$ cat src/hdl/vfrs_pkg.sv
// shared types and constants of the vertical polyphase resampler
package vfrs_pkg;

	localparam int NUM_KERNELS = 1024;
	localparam int MAX_TAPS    = 16;
	localparam int KIDX_W      = $clog2(NUM_KERNELS);
	localparam int TIDX_W      = $clog2(MAX_TAPS);
	localparam int COEF_DEPTH  = NUM_KERNELS * MAX_TAPS;
	localparam int LEN_W       = 5;
	localparam int OFF_W       = 8;
	localparam int HDR_W       = LEN_W + OFF_W;

	localparam logic [13:0] PIXEL_MAX = 14'(16383 - 42);
	localparam logic [LEN_W-1:0] LEN_MAX = LEN_W'(MAX_TAPS);
	localparam logic [LEN_W-1:0] LEN_MIN = LEN_W'(1);

	localparam logic [31:0] STEP_RESET = 32'h0001_0000;

	typedef enum logic [1:0] {
		CMD_LOAD_COEF = 2'd0,
		CMD_LOAD_HDR  = 2'd1,
		CMD_BEGIN_ROW = 2'd2,
		CMD_SAMPLE    = 2'd3
	} cmd_t;

	typedef enum logic [1:0] {
		CFG_START_POS = 2'd0,
		CFG_POS_STEP  = 2'd1,
		CFG_KERN_BASE = 2'd2
	} cfg_reg_t;

	typedef enum logic {
		KIND_ROW   = 1'b0,
		KIND_PIXEL = 1'b1
	} kind_t;

endpackage

$ cat src/hdl/vfrs_mac.sv
// tap multiply-accumulate with saturation and final pixel clamp
module vfrs_mac (
	input  logic signed [15:0] acc,
	input  logic signed [15:0] samp,
	input  logic signed [15:0] coef,
	output logic signed [15:0] sum,
	output logic [13:0]        pixel
);

	logic signed [15:0] samp_x2;
	logic signed [31:0] prod;
	logic signed [15:0] term;
	logic signed [16:0] wide;

	assign samp_x2 = {samp[14:0], 1'b0};
	assign prod    = samp_x2 * coef;
	// high half of the product, doubled with 16-bit wrap
	assign term    = {prod[30:16], 1'b0};
	assign wide    = {acc[15], acc} + {term[15], term};

	always_comb begin
		if (wide[16] != wide[15]) begin
			sum = wide[16] ? 16'sh8000 : 16'sh7fff;
		end else begin
			sum = wide[15:0];
		end
	end

	always_comb begin
		if (sum[15]) begin
			pixel = '0;
		end else if (sum[14:0] > {1'b0, vfrs_pkg::PIXEL_MAX}) begin
			pixel = vfrs_pkg::PIXEL_MAX;
		end else begin
			pixel = sum[13:0];
		end
	end

endmodule

$ cat config.mk
export PLATFORM = sky130hd
export DESIGN_NAME = vfrs_mac
export DESIGN_NICKNAME = d
export VERILOG_FILES = /design/src/hdl/vfrs_pkg.sv /design/src/hdl/vfrs_mac.sv
export SDC_FILE = /design/constraint.sdc
export NUM_CORES = 1
export LEC_CHECK = 0
export BUFFER_PORTS_ARGS = -buffer_cell sky130_fd_sc_hd__buf_2
export CAP_MARGIN = 20
export CORE_MARGIN = 4
export CORE_UTILIZATION = 50
export DETAILED_ROUTE_END_ITERATION = 6
export PLACE_DENSITY = 0.67
export SYNTH_ARGS = -nofsm -noshare
export SYNTH_HDL_FRONTEND = slang
export SYNTH_SLANG_ARGS = --single-unit
$ cat constraint.sdc
create_clock -name vclk -period 13.4
set_clock_uncertainty 0.15 [all_clocks]
set_input_delay 2.01 -clock vclk [all_inputs]
set_output_delay 2.01 -clock vclk [all_outputs]
set_load 0.01 [all_outputs]
==> results_dict.tcl, run 1 <==
set metrics [dict create \
    relSlewSlack 0.513 \
    die_area_um2 21300 \
    antenna_cells 0 \
    arrival_ns 10.74 \
    wl_per_cell_um 15.1 \
    regArea_um2 0 \
    antenna_found_initial 0 \
    grt_pass1_wl_um 35900 \
    placedInstanceArea_um2 10200 \
    cp-start-kind "input port" \
    first_iter_violations 272 \
    ys_top_cells_by_count "inv_1, fa_1, nand2_1" \
    ys.warnings.count 0 \
    synthCells 1089 \
    period_minus_slack_ns 12.90 \
    vias 6991 \
    critPathKind "input port to output port" \
    avgSynthCellArea_um2 8.76 \
    synth_cell_types 61 \
    end_kind "output port" \
    layout-drive-gt1-share 0.0980 \
    dieWidth_um 146 \
    nClkBuffers 0 \
    fin_area_um2 10200 \
    setup_viol 0 \
    fill_cells 1759 \
    yosysTopAreaCellShare 0.483 \
    postRouteAntennaNets 0 \
    groute.usage.overall 0.203 \
    rows 50 \
    max_stage_delay_ns 0.55 \
    viasPerCell 5.08 \
    nets 1516 \
    seq_cell_count 0 \
    cpMaxStageDelayCell "fa_1" \
    syn_area_um2 9540 \
    grt-ovfl-total 0 \
    hold_class "input port to output port" \
    whs_ns 4.19 \
    drv_cap 0 \
    grt_max_degree 18 \
    synth.most_common_cell "inv_1" \
    grt_pass1_vias 7369 \
    hold_viol 0 \
    coreArea_um2 18700 \
    synth_top_cell_by_area "fa_1" \
    status "complete, no violations" \
    die-height_um 146 \
    synth.area.top_cells "fa_1, ha_1, inv_1" \
    hpwl_um 18100 \
    initial_utilization 0.510 \
    cts_hold_buf 0 \
    area_delta_synth_final_pct 7.02 \
    timing.final.crit_share 0.963 \
    port_buffers 77 \
    syn_nets 1460 \
    seq_area_frac_synth 0 \
    globalplace.congestion 0.833 \
    drcViolationCount 0 \
    dr.pass1.iters 5 \
    routed_wl_um 20800 \
    tightest_slew_ns 0.728 \
    crit_required_ns 11.24 \
    boundaryPins 78 \
    final_max_slew_viol_count 0 \
    path_max_fanout 15 \
    fmax_ghz 0.0775 \
]
timing repair:
action,CTS,global route
setup buffers,0,1
endpoints found under the setup margin,0,7
resized for setup,0,8
worst max-delay path: cells and delay by family:
family	cells	cell delay, ns
adder cells (fa/ha/maj)	9	3.99
AND/OR/NAND/NOR	8	1.11
buffers and inverters	9	0.92
AO/OA/AOI/OAI	10	2.15
XOR/XNOR	2	0.25
multiplexers	1	0.30
area by class of cell:
cell class,instances,area (um2),share of cell area
Multi-Input combinational cell,766,8350,0.818
Inverter,286,1070,0.105
Timing Repair Buffer,91,493,0.0483
Tap cell,234,293,0.0287
metal layers:
metal,global-route usage,routed length (um),up-vias
li1,-,-,3317
met1,0.267,8690,3530
met2,0.376,11200,114
met3,0.0102,568,30
met4,0.0367,384,0
met5,0,0,-
kinds of logic after synthesis:
family	Yosys count	share of synthesized area
AND/OR/NAND/NOR	325	0.168
XOR/XNOR	37	0.0348
adder cells (fa/ha/maj)	323	0.605
AO/OA/AOI/OAI	80	0.0626
multiplexers	1	0.00157
buffers and inverters	323	0.128
worst paths after layout:
| path | from | end | slack (ns) | cells past startpoint |
|---|---|---|---|---|
| max | samp[0] | pixel[2] | 0.50 | 39 |
| min | acc[0] | sum[0] | 4.19 | 4 |
placed cells by master (no fill, tap or decap), types with 3 or more instances in the layout:
master    instances
nor3_1            7
a21oi_1          18
nand3_1           6
ha_1             93
nor2b_1           3
fa_1            229
nand4_1           3
nor2_1           26
nand2b_1          8
nand2_1         149
a21o_1            5
and2_1          108
a31oi_1           4
buf_4            14
o21ai_0          11
xor2_1            6
nor3b_1           4
inv_1           285
o21a_1            6
xnor2_1          30
a211oi_1          3
o41ai_1           3
buf_2            76
through the flow:
stage                      util  worst slack, ns  setup TNS, ns  std cells
after floorplan               -            0.910              0       1089
after global placement    0.543            0.426              0       1376
after detailed placement  0.543            0.317              0       1376
after CTS                 0.543            0.307              0       1376
after global routing      0.546          -0.0120        -0.0120       1377
final                     0.546            0.495              0       1377
Power of run 1 is left out: the tool's default activity adds up to more than one toggle a clock period on the data nets, which glitch-free logic cannot reach.
==> run 2: changes to the inputs <==
BUFFER_PORTS_ARGS = unset   (was -buffer_cell sky130_fd_sc_hd__buf_2)
CORE_MARGIN = 2   (was 4)
DONT_BUFFER_PORTS = 1   (was unset)
PLACE_DENSITY = 0.63   (was 0.67)
==> results_dict.tcl, run 2 (synthesis results as in run 1) <==
set metrics [dict create \
    status "complete, no violations" \
    hold_path_startpoint "acc[0]" \
    coreArea_um2 18700 \
    regArea_um2 0 \
    cts_hold_buf 0 \
    initial_utilization 0.510 \
    crit_required_ns 11.24 \
    seq_cell_count 0 \
    period_minus_slack_ns 12.78 \
    drv_cap 0 \
    tightest_slew_ns 0.698 \
    max_stage_delay_ns 0.55 \
    dieWidth_um 142 \
    grt-ovfl-total 0 \
    end_kind "output port" \
    grt_pass1_wl_um 34800 \
    boundaryPins 78 \
    drcViolationCount 0 \
    nClkBuffers 0 \
    grt_max_degree 18 \
    hold_class "input port to output port" \
    port_buffers 0 \
    whs_ns 4.02 \
    groute.usage.overall 0.216 \
    cp-start-kind "input port" \
    first_iter_violations 239 \
    hpwl_um 16900 \
    relSlewSlack 0.534 \
    dr.pass1.iters 4 \
    routed_wl_um 20200 \
    tns_ns 0 \
    antenna_found_initial 0 \
    rows 50 \
    viasPerCell 5.22 \
    globalplace.congestion 0.810 \
    cpMaxStageDelayCell "fa_1" \
    die_area_um2 20200 \
    final_cell_mix "inv_1, fa_1, nand2_1" \
    postCtsSetupBuffers 0 \
    worst_path_most_repeated_cell "inv_1" \
    fmax_ghz 0.0783 \
    setup_viol 0 \
    final_common_cell "inv_1" \
    layout-drive-gt1-share 0.0247 \
    die-height_um 142 \
    antenna_cells 0 \
    critPathKind "input port to output port" \
    grt_pass1_vias 7104 \
    final_max_slew_viol_count 0 \
    hold_viol 0 \
    vias 6720 \
    nets 1427 \
    timing.final.crit_share 0.953 \
    wl_per_cell_um 15.7 \
    area_delta_synth_final_pct 2.31 \
    path_max_fanout 15 \
    holdPathEnd "sum[0]" \
    rsz0062_at_grt "false" \
    arrival_ns 10.62 \
    postRouteAntennaNets 0 \
    holdPathStages 2 \
]
-- run 2: area by class of cell --
cell class                      count  area [um2]
Inverter                          286        1070
Fill cell                        1819        8950
Multi-Input combinational cell    766        8380
Tap cell                          234         293
Timing Repair Buffer                2        15.0
-- run 2: what timing repair did --
action	CTS	global route
setup endpoints to repair	0	7
hold endpoints to repair	0	0
resized for setup	0	11
-- run 2: routing by layer --
| metal | routed length [um] | vias up | track usage |
|---|---|---|---|
| met3 | 769 | 24 | 0.0114 |
| met2 | 10500 | 141 | 0.392 |
| met1 | 8600 | 3424 | 0.294 |
| li1 | - | 3131 | - |
| met5 | 0 | - | 0 |
| met4 | 282 | 0 | 0.0289 |
-- run 2: worst max-delay path, delay by kind of cell --
family | cells | cell delay [ns]
adder cells (fa/ha/maj) | 9 | 3.97
multiplexers | 1 | 0.30
buffers and inverters | 8 | 0.57
AND/OR/NAND/NOR | 8 | 1.24
XOR/XNOR | 2 | 0.26
AO/OA/AOI/OAI | 10 | 2.26
-- run 2: worst max-delay path by stage --
stage            start       end  slack, ns
5_1_grt        coef[7]  pixel[3]      0.007
4_1_cts        samp[0]  pixel[3]       0.34
3_3_place_gp   samp[0]  pixel[5]       0.46
2_1_floorplan  samp[0]  pixel[4]       0.91
6_report       coef[7]  pixel[2]       0.62
3_5_place_dp   samp[0]  pixel[3]       0.39
-- run 2: per-stage QoR --
stage	std cells	util	worst slack, ns	instance area, um2
6_report	1288	0.522	0.623	9760
5_1_grt	1288	0.522	0.00674	9760
4_1_cts	1288	0.518	0.337	9700
3_5_place_dp	1288	0.518	0.394	9700
3_3_place_gp	1288	0.518	0.459	9700
2_1_floorplan	1089	-	0.910	9540
Power of run 2 is left out for the same reason.
